--- config.mk ---
export PLATFORM = sky130hd
export DESIGN_NAME = vmcd_isqrt
export DESIGN_NICKNAME = d
export VERILOG_FILES = /design/src/sv/vmcd_pkg.sv /design/src/sv/vmcd_isqrt.sv
export SDC_FILE = /design/constraint.sdc
export NUM_CORES = 1
export LEC_CHECK = 0
export BUFFER_PORTS_ARGS = -buffer_cell sky130_fd_sc_hd__buf_4
export CORE_ASPECT_RATIO = 1.25
export CORE_MARGIN = 2
export CORE_UTILIZATION = 57
export CTS_CLUSTER_SIZE = 25
export DETAILED_ROUTE_END_ITERATION = 7
export PLACE_DENSITY = 0.79
export SYNTH_ARGS = -nofsm -noshare
export SYNTH_HDL_FRONTEND = slang
export SYNTH_SLANG_ARGS = --single-unit
--- constraint.sdc ---
create_clock -name clk_i -period 4.6 [get_ports clk_i]
set_input_delay 0.23 -clock clk_i [delete_from_list [all_inputs] [get_ports clk_i]]
set_output_delay 0.23 -clock clk_i [all_outputs]
set_load 0.01 [all_outputs]
--- src/sv/vmcd_pkg.sv ---
`timescale 1ns / 1ps
`default_nettype none
// ----------------------------------------------------------------------------
// vmcd_pkg
// Shared constants, types and helpers of the vector magnitude cap/decay core.
// ----------------------------------------------------------------------------
package vmcd_pkg;

  localparam int FRACTION_BITS = 16;
  localparam int SQRT_STAGES   = 16;
  localparam int DIV_STAGES    = 32;
  localparam int DEC_MIN_MAG   = 5;

  localparam logic [15:0] DECAY_SCALE_RESET = 16'd1000;
  localparam logic signed [15:0] SAT_POS = 16'sd32767;
  localparam logic signed [15:0] SAT_NEG = -16'sd32767;

  typedef enum logic [2:0] {
    MODE_PASS  = 3'b001,
    MODE_ZERO  = 3'b010,
    MODE_SCALE = 3'b100
  } mode_e;

  // fields carried alongside the magnitude pipeline
  typedef struct packed {
    logic               act;
    logic signed [15:0] x;
    logic signed [15:0] y;
    logic signed [15:0] amt;
  } in_side_t;

  // fields carried alongside the divider pipeline
  typedef struct packed {
    mode_e              mode;
    logic               use_amt;
    logic signed [15:0] x;
    logic signed [15:0] y;
    logic signed [15:0] amt;
    logic [15:0]        mag;
    logic               neg_x;
    logic               neg_y;
    logic               neg_p;
    logic               scale_zero;
  } div_side_t;

  function automatic logic signed [15:0] sat16(input logic signed [49:0] v);
    logic signed [15:0] r;
    if (v > 50'(SAT_POS)) begin
      r = SAT_POS;
    end else if (v < 50'(SAT_NEG)) begin
      r = SAT_NEG;
    end else begin
      r = v[15:0];
    end
    return r;
  endfunction

endpackage
`default_nettype wire

--- src/sv/vmcd_isqrt.sv ---
`timescale 1ns / 1ps
`default_nettype none
// ----------------------------------------------------------------------------
// vmcd_isqrt
// Pipelined integer square root, one root bit per register stage.
// ----------------------------------------------------------------------------
module vmcd_isqrt (
  input  logic        clk_i,
  input  logic        en_i,
  input  logic [31:0] rad_i,
  output logic [15:0] root_o
);
  import vmcd_pkg::*;

  logic [17:0] rem_q  [SQRT_STAGES];
  logic [17:0] rem_d  [SQRT_STAGES];
  logic [15:0] root_q [SQRT_STAGES];
  logic [15:0] root_d [SQRT_STAGES];
  logic [31:0] n_q    [SQRT_STAGES];
  logic [31:0] n_d    [SQRT_STAGES];

  always_comb begin
    logic [17:0] r_in;
    logic [15:0] t_in;
    logic [31:0] n_in;
    logic [17:0] pre;
    logic [17:0] trial;
    for (int k = 0; k < SQRT_STAGES; k++) begin
      if (k == 0) begin
        r_in = '0;
        t_in = '0;
        n_in = rad_i;
      end else begin
        r_in = rem_q[k-1];
        t_in = root_q[k-1];
        n_in = n_q[k-1];
      end
      // bring down the next bit pair, try root*4+1
      pre   = {r_in[15:0], n_in[31:30]};
      trial = {t_in, 2'b01};
      if (pre >= trial) begin
        rem_d[k]  = pre - trial;
        root_d[k] = {t_in[14:0], 1'b1};
      end else begin
        rem_d[k]  = pre;
        root_d[k] = {t_in[14:0], 1'b0};
      end
      n_d[k] = {n_in[29:0], 2'b00};
    end
  end

  always_ff @(posedge clk_i) begin
    if (en_i) begin
      rem_q  <= rem_d;
      root_q <= root_d;
      n_q    <= n_d;
    end
  end

  assign root_o = root_q[SQRT_STAGES-1];

endmodule
`default_nettype wire

==> metrics.txt <==
first-iteration detailed-routing DRC count=790; number of global-route vias before repair=16,200; Starting Density=0.575; number of enable flip-flop cells after synthesis=593; final setup violation count=0; Routed WL=48,000 µm; Async SR Flop Fraction=0; crit start category=register; syn_area_per_cell=13.7 µm²; mapped cell area=27,100 µm²; synth top area cells=edfxtp_1 66%, ha_1 6.9%, xnor2_1 3.0%; share of layout cells above drive strength 1=0.0956; worst-path fanout max=16; Pre-antenna DRT Iters=5; status=finished, final reports clean; Final min period=3.82 ns; Setup crit end kind=register; Hold-fix buffers, CTS=33; later-pin clock latency in the skew report=0.62 ns; final core occ=0.645; Post-Layout Inst Area=30,400 µm²; Max Cap Viol=0; gpl congestion=0.918; Synth Flop Type=edfxtp_1; synthesized flop and latch total=593; final period utilization=0.831; largest net degree at the start of global routing=117; core area=47,100 µm²; initial antenna violation count=0; die area=49,300 µm²; cell taking the most area after synthesis=edfxtp_1; Worst-Margin Slew=1.00 ns; Setup Buffers After CTS=0; pwr/cell area=458 nW/µm²; Hold WC Path Type=primary input to register; Overflow after GRT=0; CTS tree=built; Via Count=15,600; final max-slew violation count=0; Slew headroom=0.329; PortBufs=49; clk sinks=593; TritonCTS buffer count=55; max incr delay on CP=0.83 ns; WS Path Type=register to register; WP buf/inv=1; DRC Markers=0; Placed Cells=2,646; first-pass GRT wire length=77,200 µm; sequential area share after synthesis=0.657; LEAKAGE=11.8 nW; Post-Route Setup TNS=0 ns; Die Y=248 µm; clock buffer depth=3; Mapped Cells=1,971; synth warn=0; die width=199 µm; GRT Total Usage=0.199; RSZ-0062 raised after global routing=no; delay-heaviest family, CP=simple AND/OR/NAND/NOR gates; post-route ant nets=0; WHS=0.215 ns; worst vdd ir=0.000377 V; filler-free cell count of the finished design=2,782; Syn-to-layout area delta=12.1%; Worst EP required=4.95 ns; WL/cell=17.2 µm; Mapped Nets=2,154; post-CTS sizing=0; Synth cell types=82; final clock skew=0.0434 ns; # H-tree levels=2; Detail Placement HPWL=33,700 µm; Antenna Cells=0; Post-synth top cells=593 x edfxtp_1, 187 x inv_1, 149 x ha_1, 122 x a21oi_1, 106 x nor2_1; nets@finish=2,282; drt via density=5.61; Synth top area share=0.657; Worst path slowest cell=o211ai_1; Layout fillers=3,307; clock root cell=clkbuf_16; site row count=89; Clock transition at path regs=0.07 ns; final hold vios=0; DP Area=28,300 µm²; CP Cell Sequence=ha_1 -> nand3_1 -> nor4_1 -> nor3_1 -> o211ai_1 -> buf_4 -> mux2_2; top-count cell post-synth=edfxtp_1; fmax=262 MHz; I/O Pins=50; Worst Path Arrival=4.18 ns
## path summary, 6_finish.rpt
| kind | startpoint | end | slack [ns] | cells after the start |
|---|---|---|---|---|
| worst min register to register | n_d[244] | n_d[214] | 0.41 | 0 |
| worst max-delay path | rem_q[61] | rem_q[40] | 0.78 | 7 |
| worst min-delay path | en_i | n_d[453] | 0.22 | 1 |
| worst max register to register | rem_q[61] | rem_q[40] | 0.78 | 7 |
## per-layer routing
metal	wire [µm]	GRT usage	vias to the layer above	share of wire
li1	-	-	7556	-
met5	0	0	-	0
met3	1510	0.0311	120	0.032
met1	16700	0.190	7596	0.35
met4	2060	0.0928	0	0.043
met2	27700	0.405	338	0.58
## per-stage QoR
stage | setup slack [ns] | power, mW
6_report | 0.777 | 13.9
4_1_cts | 0.808 | 14.0
3_5_place_dp | 0.868 | 9.56
3_3_place_gp | 0.864 | 9.44
5_1_grt | 0.750 | 14.5
2_1_floorplan | 1.84 | 8.84
## worst reg2reg max path: cells and delay by family, from the launching register on
kind                       cells  cell delay [ns]
buffers and inverters          1             0.37
and+or+nand+nor                3             1.11
DFF                            1             0.41
AOI/OAI and AO/OA              1             0.83
muxes                          1             0.37
adders and majority gates      1             0.49
## flip-flops by register name, summed over array words and instances, names as in the netlist
| register | cells |
|---|---|
| n_d | 210 |
| n_q | 30 |
| rem_q | 217 |
| root_o | 16 |
| root_q | 120 |
## where the power goes
| part | total [mW] | switching (mW) | internal (mW) | leakage, nW |
|---|---|---|---|---|
| Combinational | 2.44 | 1.33 | 1.11 | 5.28 |
| Clock | 4.40 | 1.93 | 2.47 | 0.844 |
| Sequential | 7.06 | 0.335 | 6.73 | 5.68 |
| Total | 13.9 | 3.59 | 10.3 | 11.8 |
## cell type report
class	count	area, µm²	area share
repair buffers	94	846	0.0279
well taps	637	797	0.0262
flip-flops and latches	593	17800	0.586
multi-input cells	1166	8440	0.278
clock buffers	68	1450	0.0476
clock inverters	35	319	0.0105
inverters	189	709	0.0234
## cells in the final DEF, fill, tap and decap left out, types with 18 or more instances in the layout
cell | netlist | layout
a21o_1 | 36 | 36
a21oi_1 | 122 | 122
buf_4 | 0 | 56
clkbuf_16 | 0 | 56
dlygate4sd3_1 | 0 | 33
edfxtp_1 | 593 | 593
ha_1 | 149 | 149
inv_1 | 187 | 187
mux2_2 | 36 | 36
nand2_1 | 97 | 97
nand2b_1 | 25 | 25
nand3_1 | 26 | 26
nor2_1 | 106 | 106
nor2b_1 | 18 | 18
nor3_1 | 46 | 46
nor4_1 | 24 | 24
o21a_1 | 30 | 30
o21ai_0 | 75 | 75
xnor2_1 | 94 | 94
xor2_1 | 64 | 64
## cell families (layout without fill, tap and decap cells)
| logic type | count (synthesis) | count (layout) | synth area share |
|---|---|---|---|
| xor gates and xnor gates | 158 | 158 | 0.0511 |
| muxes | 53 | 53 | 0.0229 |
| DFF | 593 | 593 | 0.657 |
| adders and majority gates | 149 | 149 | 0.0688 |
| AOI/OAI and AO/OA | 367 | 367 | 0.0863 |
| other | 1 | 1 | 0.000138 |
| and+or+nand+nor | 438 | 438 | 0.0824 |
| buffers and inverters | 212 | 386 | 0.0310 |
(Power assumes the default switching activity.)
