File: config.mk
export PLATFORM = sky130hd
export DESIGN_NAME = vmcd_div
export DESIGN_NICKNAME = d
export VERILOG_FILES = /design/src/sv/vmcd_pkg.sv /design/src/sv/vmcd_div.sv
export SDC_FILE = /design/constraint.sdc
export NUM_CORES = 2
export LEC_CHECK = 0
export BUFFER_PORTS_ARGS = -buffer_cell sky130_fd_sc_hd__buf_2
export CELL_PAD_IN_SITES_DETAIL_PLACEMENT = 1
export CELL_PAD_IN_SITES_GLOBAL_PLACEMENT = 1
export CORE_ASPECT_RATIO = 1.25
export CORE_MARGIN = 4
export CORE_UTILIZATION = 55
export DETAILED_ROUTE_END_ITERATION = 6
export PLACE_DENSITY = 0.77
export SLEW_MARGIN = 40
export SYNTH_ARGS = -nofsm -noshare
export SYNTH_HDL_FRONTEND = slang
export SYNTH_SLANG_ARGS = --single-unit
File: constraint.sdc
create_clock -name clk_i -period 8.1 [get_ports clk_i]
set_clock_uncertainty 0.15 [all_clocks]
set_input_delay 0.405 -clock clk_i [delete_from_list [all_inputs] [get_ports clk_i]]
set_output_delay 0.405 -clock clk_i [all_outputs]
set_load 0.02 [all_outputs]
File: src/sv/vmcd_pkg.sv
`timescale 1ns / 1ps
`default_nettype none
// ----------------------------------------------------------------------------
// vmcd_pkg
// Shared constants, types and helpers of the vector magnitude cap/decay core.
// ----------------------------------------------------------------------------
package vmcd_pkg;

  localparam int FRACTION_BITS = 16;
  localparam int SQRT_STAGES   = 16;
  localparam int DIV_STAGES    = 32;
  localparam int DEC_MIN_MAG   = 5;

  localparam logic [15:0] DECAY_SCALE_RESET = 16'd1000;
  localparam logic signed [15:0] SAT_POS = 16'sd32767;
  localparam logic signed [15:0] SAT_NEG = -16'sd32767;

  typedef enum logic [2:0] {
    MODE_PASS  = 3'b001,
    MODE_ZERO  = 3'b010,
    MODE_SCALE = 3'b100
  } mode_e;

  // fields carried alongside the magnitude pipeline
  typedef struct packed {
    logic               act;
    logic signed [15:0] x;
    logic signed [15:0] y;
    logic signed [15:0] amt;
  } in_side_t;

  // fields carried alongside the divider pipeline
  typedef struct packed {
    mode_e              mode;
    logic               use_amt;
    logic signed [15:0] x;
    logic signed [15:0] y;
    logic signed [15:0] amt;
    logic [15:0]        mag;
    logic               neg_x;
    logic               neg_y;
    logic               neg_p;
    logic               scale_zero;
  } div_side_t;

  function automatic logic signed [15:0] sat16(input logic signed [49:0] v);
    logic signed [15:0] r;
    if (v > 50'(SAT_POS)) begin
      r = SAT_POS;
    end else if (v < 50'(SAT_NEG)) begin
      r = SAT_NEG;
    end else begin
      r = v[15:0];
    end
    return r;
  endfunction

endpackage
`default_nettype wire

File: src/sv/vmcd_div.sv
`timescale 1ns / 1ps
`default_nettype none
// ----------------------------------------------------------------------------
// vmcd_div
// Pipelined unsigned 32 by 16 restoring divider, one quotient bit per stage.
// ----------------------------------------------------------------------------
module vmcd_div (
  input  logic        clk_i,
  input  logic        en_i,
  input  logic [31:0] num_i,
  input  logic [15:0] den_i,
  output logic [31:0] quo_o
);
  import vmcd_pkg::*;

  logic [15:0] rem_q [DIV_STAGES];
  logic [15:0] rem_d [DIV_STAGES];
  logic [31:0] n_q   [DIV_STAGES];
  logic [31:0] n_d   [DIV_STAGES];
  logic [15:0] d_q   [DIV_STAGES];
  logic [15:0] d_d   [DIV_STAGES];

  always_comb begin
    logic [15:0] r_in;
    logic [31:0] n_in;
    logic [15:0] dv;
    logic [16:0] pre;
    logic [16:0] diff;
    logic        ge;
    for (int k = 0; k < DIV_STAGES; k++) begin
      if (k == 0) begin
        r_in = '0;
        n_in = num_i;
        dv   = den_i;
      end else begin
        r_in = rem_q[k-1];
        n_in = n_q[k-1];
        dv   = d_q[k-1];
      end
      pre  = {r_in, n_in[31]};
      diff = pre - {1'b0, dv};
      ge   = (pre >= {1'b0, dv});
      rem_d[k] = ge ? diff[15:0] : pre[15:0];
      // quotient bits fill in from the bottom as the dividend shifts out
      n_d[k] = {n_in[30:0], ge};
      d_d[k] = dv;
    end
  end

  always_ff @(posedge clk_i) begin
    if (en_i) begin
      rem_q <= rem_d;
      n_q   <= n_d;
      d_q   <= d_d;
    end
  end

  assign quo_o = n_q[DIV_STAGES-1];

endmodule
`default_nettype wire

==> load_flow_metrics.sql <==
INSERT INTO impl_metrics (metric_group, metric, value, unit) VALUES
('logic_synthesis', 'syn_area', '90180', 'sq um'),
('clock_tree', 'tritoncts', 'built', ''),
('detailed_routing', 'drt_first_iter_violations', '2848', ''),
('timing', 'fin_tns_setup', '0', 'ps'),
('timing', 'grt_setup_unrepaired', 'false', ''),
('logic_synthesis', 'synth_largest_area_cell', 'edfxtp_1', ''),
('setup_path', 'slowest_delay', '730', 'ps'),
('detailed_routing', 'firstDrtPassIters', '5', ''),
('run_status', 'run_status', 'finished clean', ''),
('floorplanning', 'die_w', '370.2', 'microns'),
('clock_tree', 'clock_tree.htree_level_count', '4', ''),
('floorplanning', 'coreArea', '162500', 'sq um'),
('logic_synthesis', 'basic_gate_share_of_the_synthesized_area_counting_and_or_nand_and_nor_cells', '5.616', '%'),
('logic_synthesis', 'synth_common_cells', 'edfxtp_1, inv_1, ha_1, a21oi_1, nor2_1', ''),
('timing', 'final_period_minus_worst_setup_slack', '3933', 'ps'),
('power_and_ir_drop', 'combPwrFrac', '35.0', '%'),
('floorplanning', 'initial_core_util', '55.51', '%'),
('power_and_ir_drop', 'pwr-share-clk', '24.3', '%'),
('clock_tree', 'clkTransAtPathRegs', '60', 'ps'),
('detailed_routing', 'route.vias.total', '50035', ''),
('setup_path', 'crit_arrival', '4360', 'ps'),
('detailed_routing', 'totalWireLength', '188.3', 'mm'),
('logic_synthesis', 'synth.most_common_cell', 'edfxtp_1', ''),
('timing', 'setup_violations', '0', ''),
('power_and_ir_drop', 'power.density', '378.7', 'nW/um^2'),
('clock_tree', 'clk_latency_worst_skew_pair', '830', 'ps'),
('power_and_ir_drop', 'netSwitchingPower', '12410', 'uW'),
('logic_synthesis', 'main_combinational_cell_family_by_area_after_synthesis', 'compound AO/OA/AOI/OAI gates', ''),
('job', 'maxCapViolCount', '0', ''),
('finish', 'p_r_area_growth_vs_syn', '11.35', '%'),
('setup_path', 'path_common_cell', 'o211ai_1', ''),
('setup_path', 'critical_path_peak_fanout', '17', ''),
('finish', 'post-route-cell-area', '100400', 'sq um'),
('setup_path', 'cp_num_buf_inv', '1', ''),
('global_routing', 'grt_pass1_wl', '301.5', 'mm'),
('finish', 'drive_gt1_share', '11.37', '%'),
('placed_design', 'number_of_buffers_added_on_ports', '81', ''),
('logic_synthesis', 'post-synth-top-area-fraction', '67.13', '%'),
('logic_synthesis', 'postSynthAreaPerCell', '14.49', 'sq um'),
('timing', 'timing.final.hold_violations', '0', ''),
('setup_path', 'worst-setup-path-type', 'reg2reg', ''),
('placed_design', 'post_dp_area', '93280', 'sq um'),
('setup_path', 'critPathLaunchType', 'flip-flop', ''),
('logic_synthesis', 'netlist_top_cells_area', 'edfxtp_1, ha_1, mux2_2', ''),
('logic_synthesis', 'yosys.area_share.adder', '7.575', '%'),
('timing', 'timing.fmax', '254.3', 'MHz'),
('setup_path', 'critPathRequiredTime', '8520', 'ps'),
('timing', 'slew-limit-headroom', '42.62', '%'),
('logic_synthesis', 'synth_top_flop_cell', 'edfxtp_1', ''),
('detailed_routing', 'post_drt_via_cell_ratio', '5.678', ''),
('global_routing', 'global_route.usage.total', '22.44', '%'),
('finish', 'nets', '7064', ''),
('logic_synthesis', 'synth.lib_cells_used.distinct', '87', ''),
('timing', 'fin_crit_sh', '48.56', '%'),
('power_and_ir_drop', 'sw_frac_of_total', '32.64', '%'),
('logic_synthesis', 'share_of_the_synthesized_netlist_area_taken_by_xor_and_xnor_gates', '3.117', '%'),
('logic_synthesis', 'syn-instance-count', '6224', ''),
('floorplanning', 'design.die.area', '170600', 'sq um'),
('power_and_ir_drop', 'share_seq_of_total_power', '40.7', '%'),
('global_routing', 'number_of_antenna_violations_at_the_first_check_in_global_routing', '2', ''),
('clock_tree', 'ctsResizeCount', '0', ''),
('clock_tree', 'numCtsBuffers', '194', ''),
('setup_path', 'worst_setup_path_end_kind', 'flip-flop', ''),
('detailed_routing', 'route.detailed.wl_per_inst', '21.37', 'microns'),
('power_and_ir_drop', 'p_leak', '0.03844', 'uW'),
('placed_design', 'hpwl', '133.4', 'mm'),
('global_routing', 'grt_pass1_vias', '54883', ''),
('setup_path', 'cp_cell_sequence', 'inv_1 > ha_1 > nor2b_1 > o211ai_1 > nand3b_1 > a21oi_1 > o211ai_1 > o41ai_1 > a21o_1 > mux2_2', ''),
('logic_synthesis', 'synth_enable_flop_cells', '2016', ''),
('worst_hold_path', 'hold_path.class', 'in2reg', ''),
('clock_tree', 'clockBufferDepth', '3', '');
-- state kept, by name (all words and copies together), names as in the netlist --
signal  count
d_d       496
quo_o      32
n_d       961
n_q        31
rem_q     496
-- cell usage in the layout (no fill, tap or decap), types with 196 or more instances in the layout --
cell type	n
o21ai_0	275
a21oi_1	373
clkbuf_16	196
edfxtp_1	2016
nand2_1	224
xnor2_1	207
ha_1	498
mux2_2	289
nor2_1	315
inv_1	611
-- worst paths after layout --
check | depth (start not counted) | slack, ps | startpoint | to
setup reg to reg | 10 | 4170 | d_d[97] | rem_q[101]
hold reg to reg | 0 | 250 | n_d[655] | n_d[624]
hold / removal | 2 | 140 | num_i[22] | n_d[984]
setup / recovery | 10 | 4170 | d_d[97] | rem_q[101]
-- kinds of logic after synthesis --
logic type,count (synthesis)
flip-flops,2016
AO/OA/AOI/OAI,1269
AND/OR/NAND/NOR,1027
buffers and inverters,714
adder cells (fa/ha/maj),528
multiplexers,349
XOR/XNOR,321
-- stage by stage --
step / instances / power (uW) / hold WS [ps] / worst slack (ps)
floorplan: 6224 / 25030 / 250.3 / 4813
global placement: 8403 / 27990 / 250.2 / 4274
detailed placement: 8409 / 28750 / 255.1 / 4156
CTS: 8808 / 38300 / 58.97 / 4129
global route: 8812 / 40350 / 78.50 / 4020
finish: 8812 / 38030 / 137.1 / 4167
-- what timing repair did --
action / CTS / global route
hold buffers: 49 / 0
buffers inserted: 0 / 0
hold endpoints to repair: 108 / 0
-- per-layer routing --
metal  global-route usage (%)  vias up  wire, microns  part of all wire (%)
li1                         -    23786              -                     -
met1                    25.35    25115          72020                    38
met5                        0        -             13                0.0069
met3                    3.064      383           5345                   2.8
met4                    9.014        2           7799                   4.1
met2                    42.46      749         103100                    55
-- power groups by stage --
stage	Clock, uW	Sequential [uW]	Combinational (uW)
final	9230	15500	13300
after global routing	9960	15600	14800
after CTS	9480	15500	13300
after detailed placement	0	15700	13100
after global placement	0	15600	12400
after floorplan	0	14900	10100
-- area by class of cell --
type / count / area, sq um
diodes: 1 / 2.502
clock buffers: 234 / 5047
clock inverters: 116 / 1498
fillers: 15047 / 62060
inverters: 611 / 2293
multi-input cells: 3494 / 26890
flip-flops and latches: 2016 / 60540
well taps: 2171 / 2716
repair buffers: 169 / 1430
(Power assumes the default switching activity.)
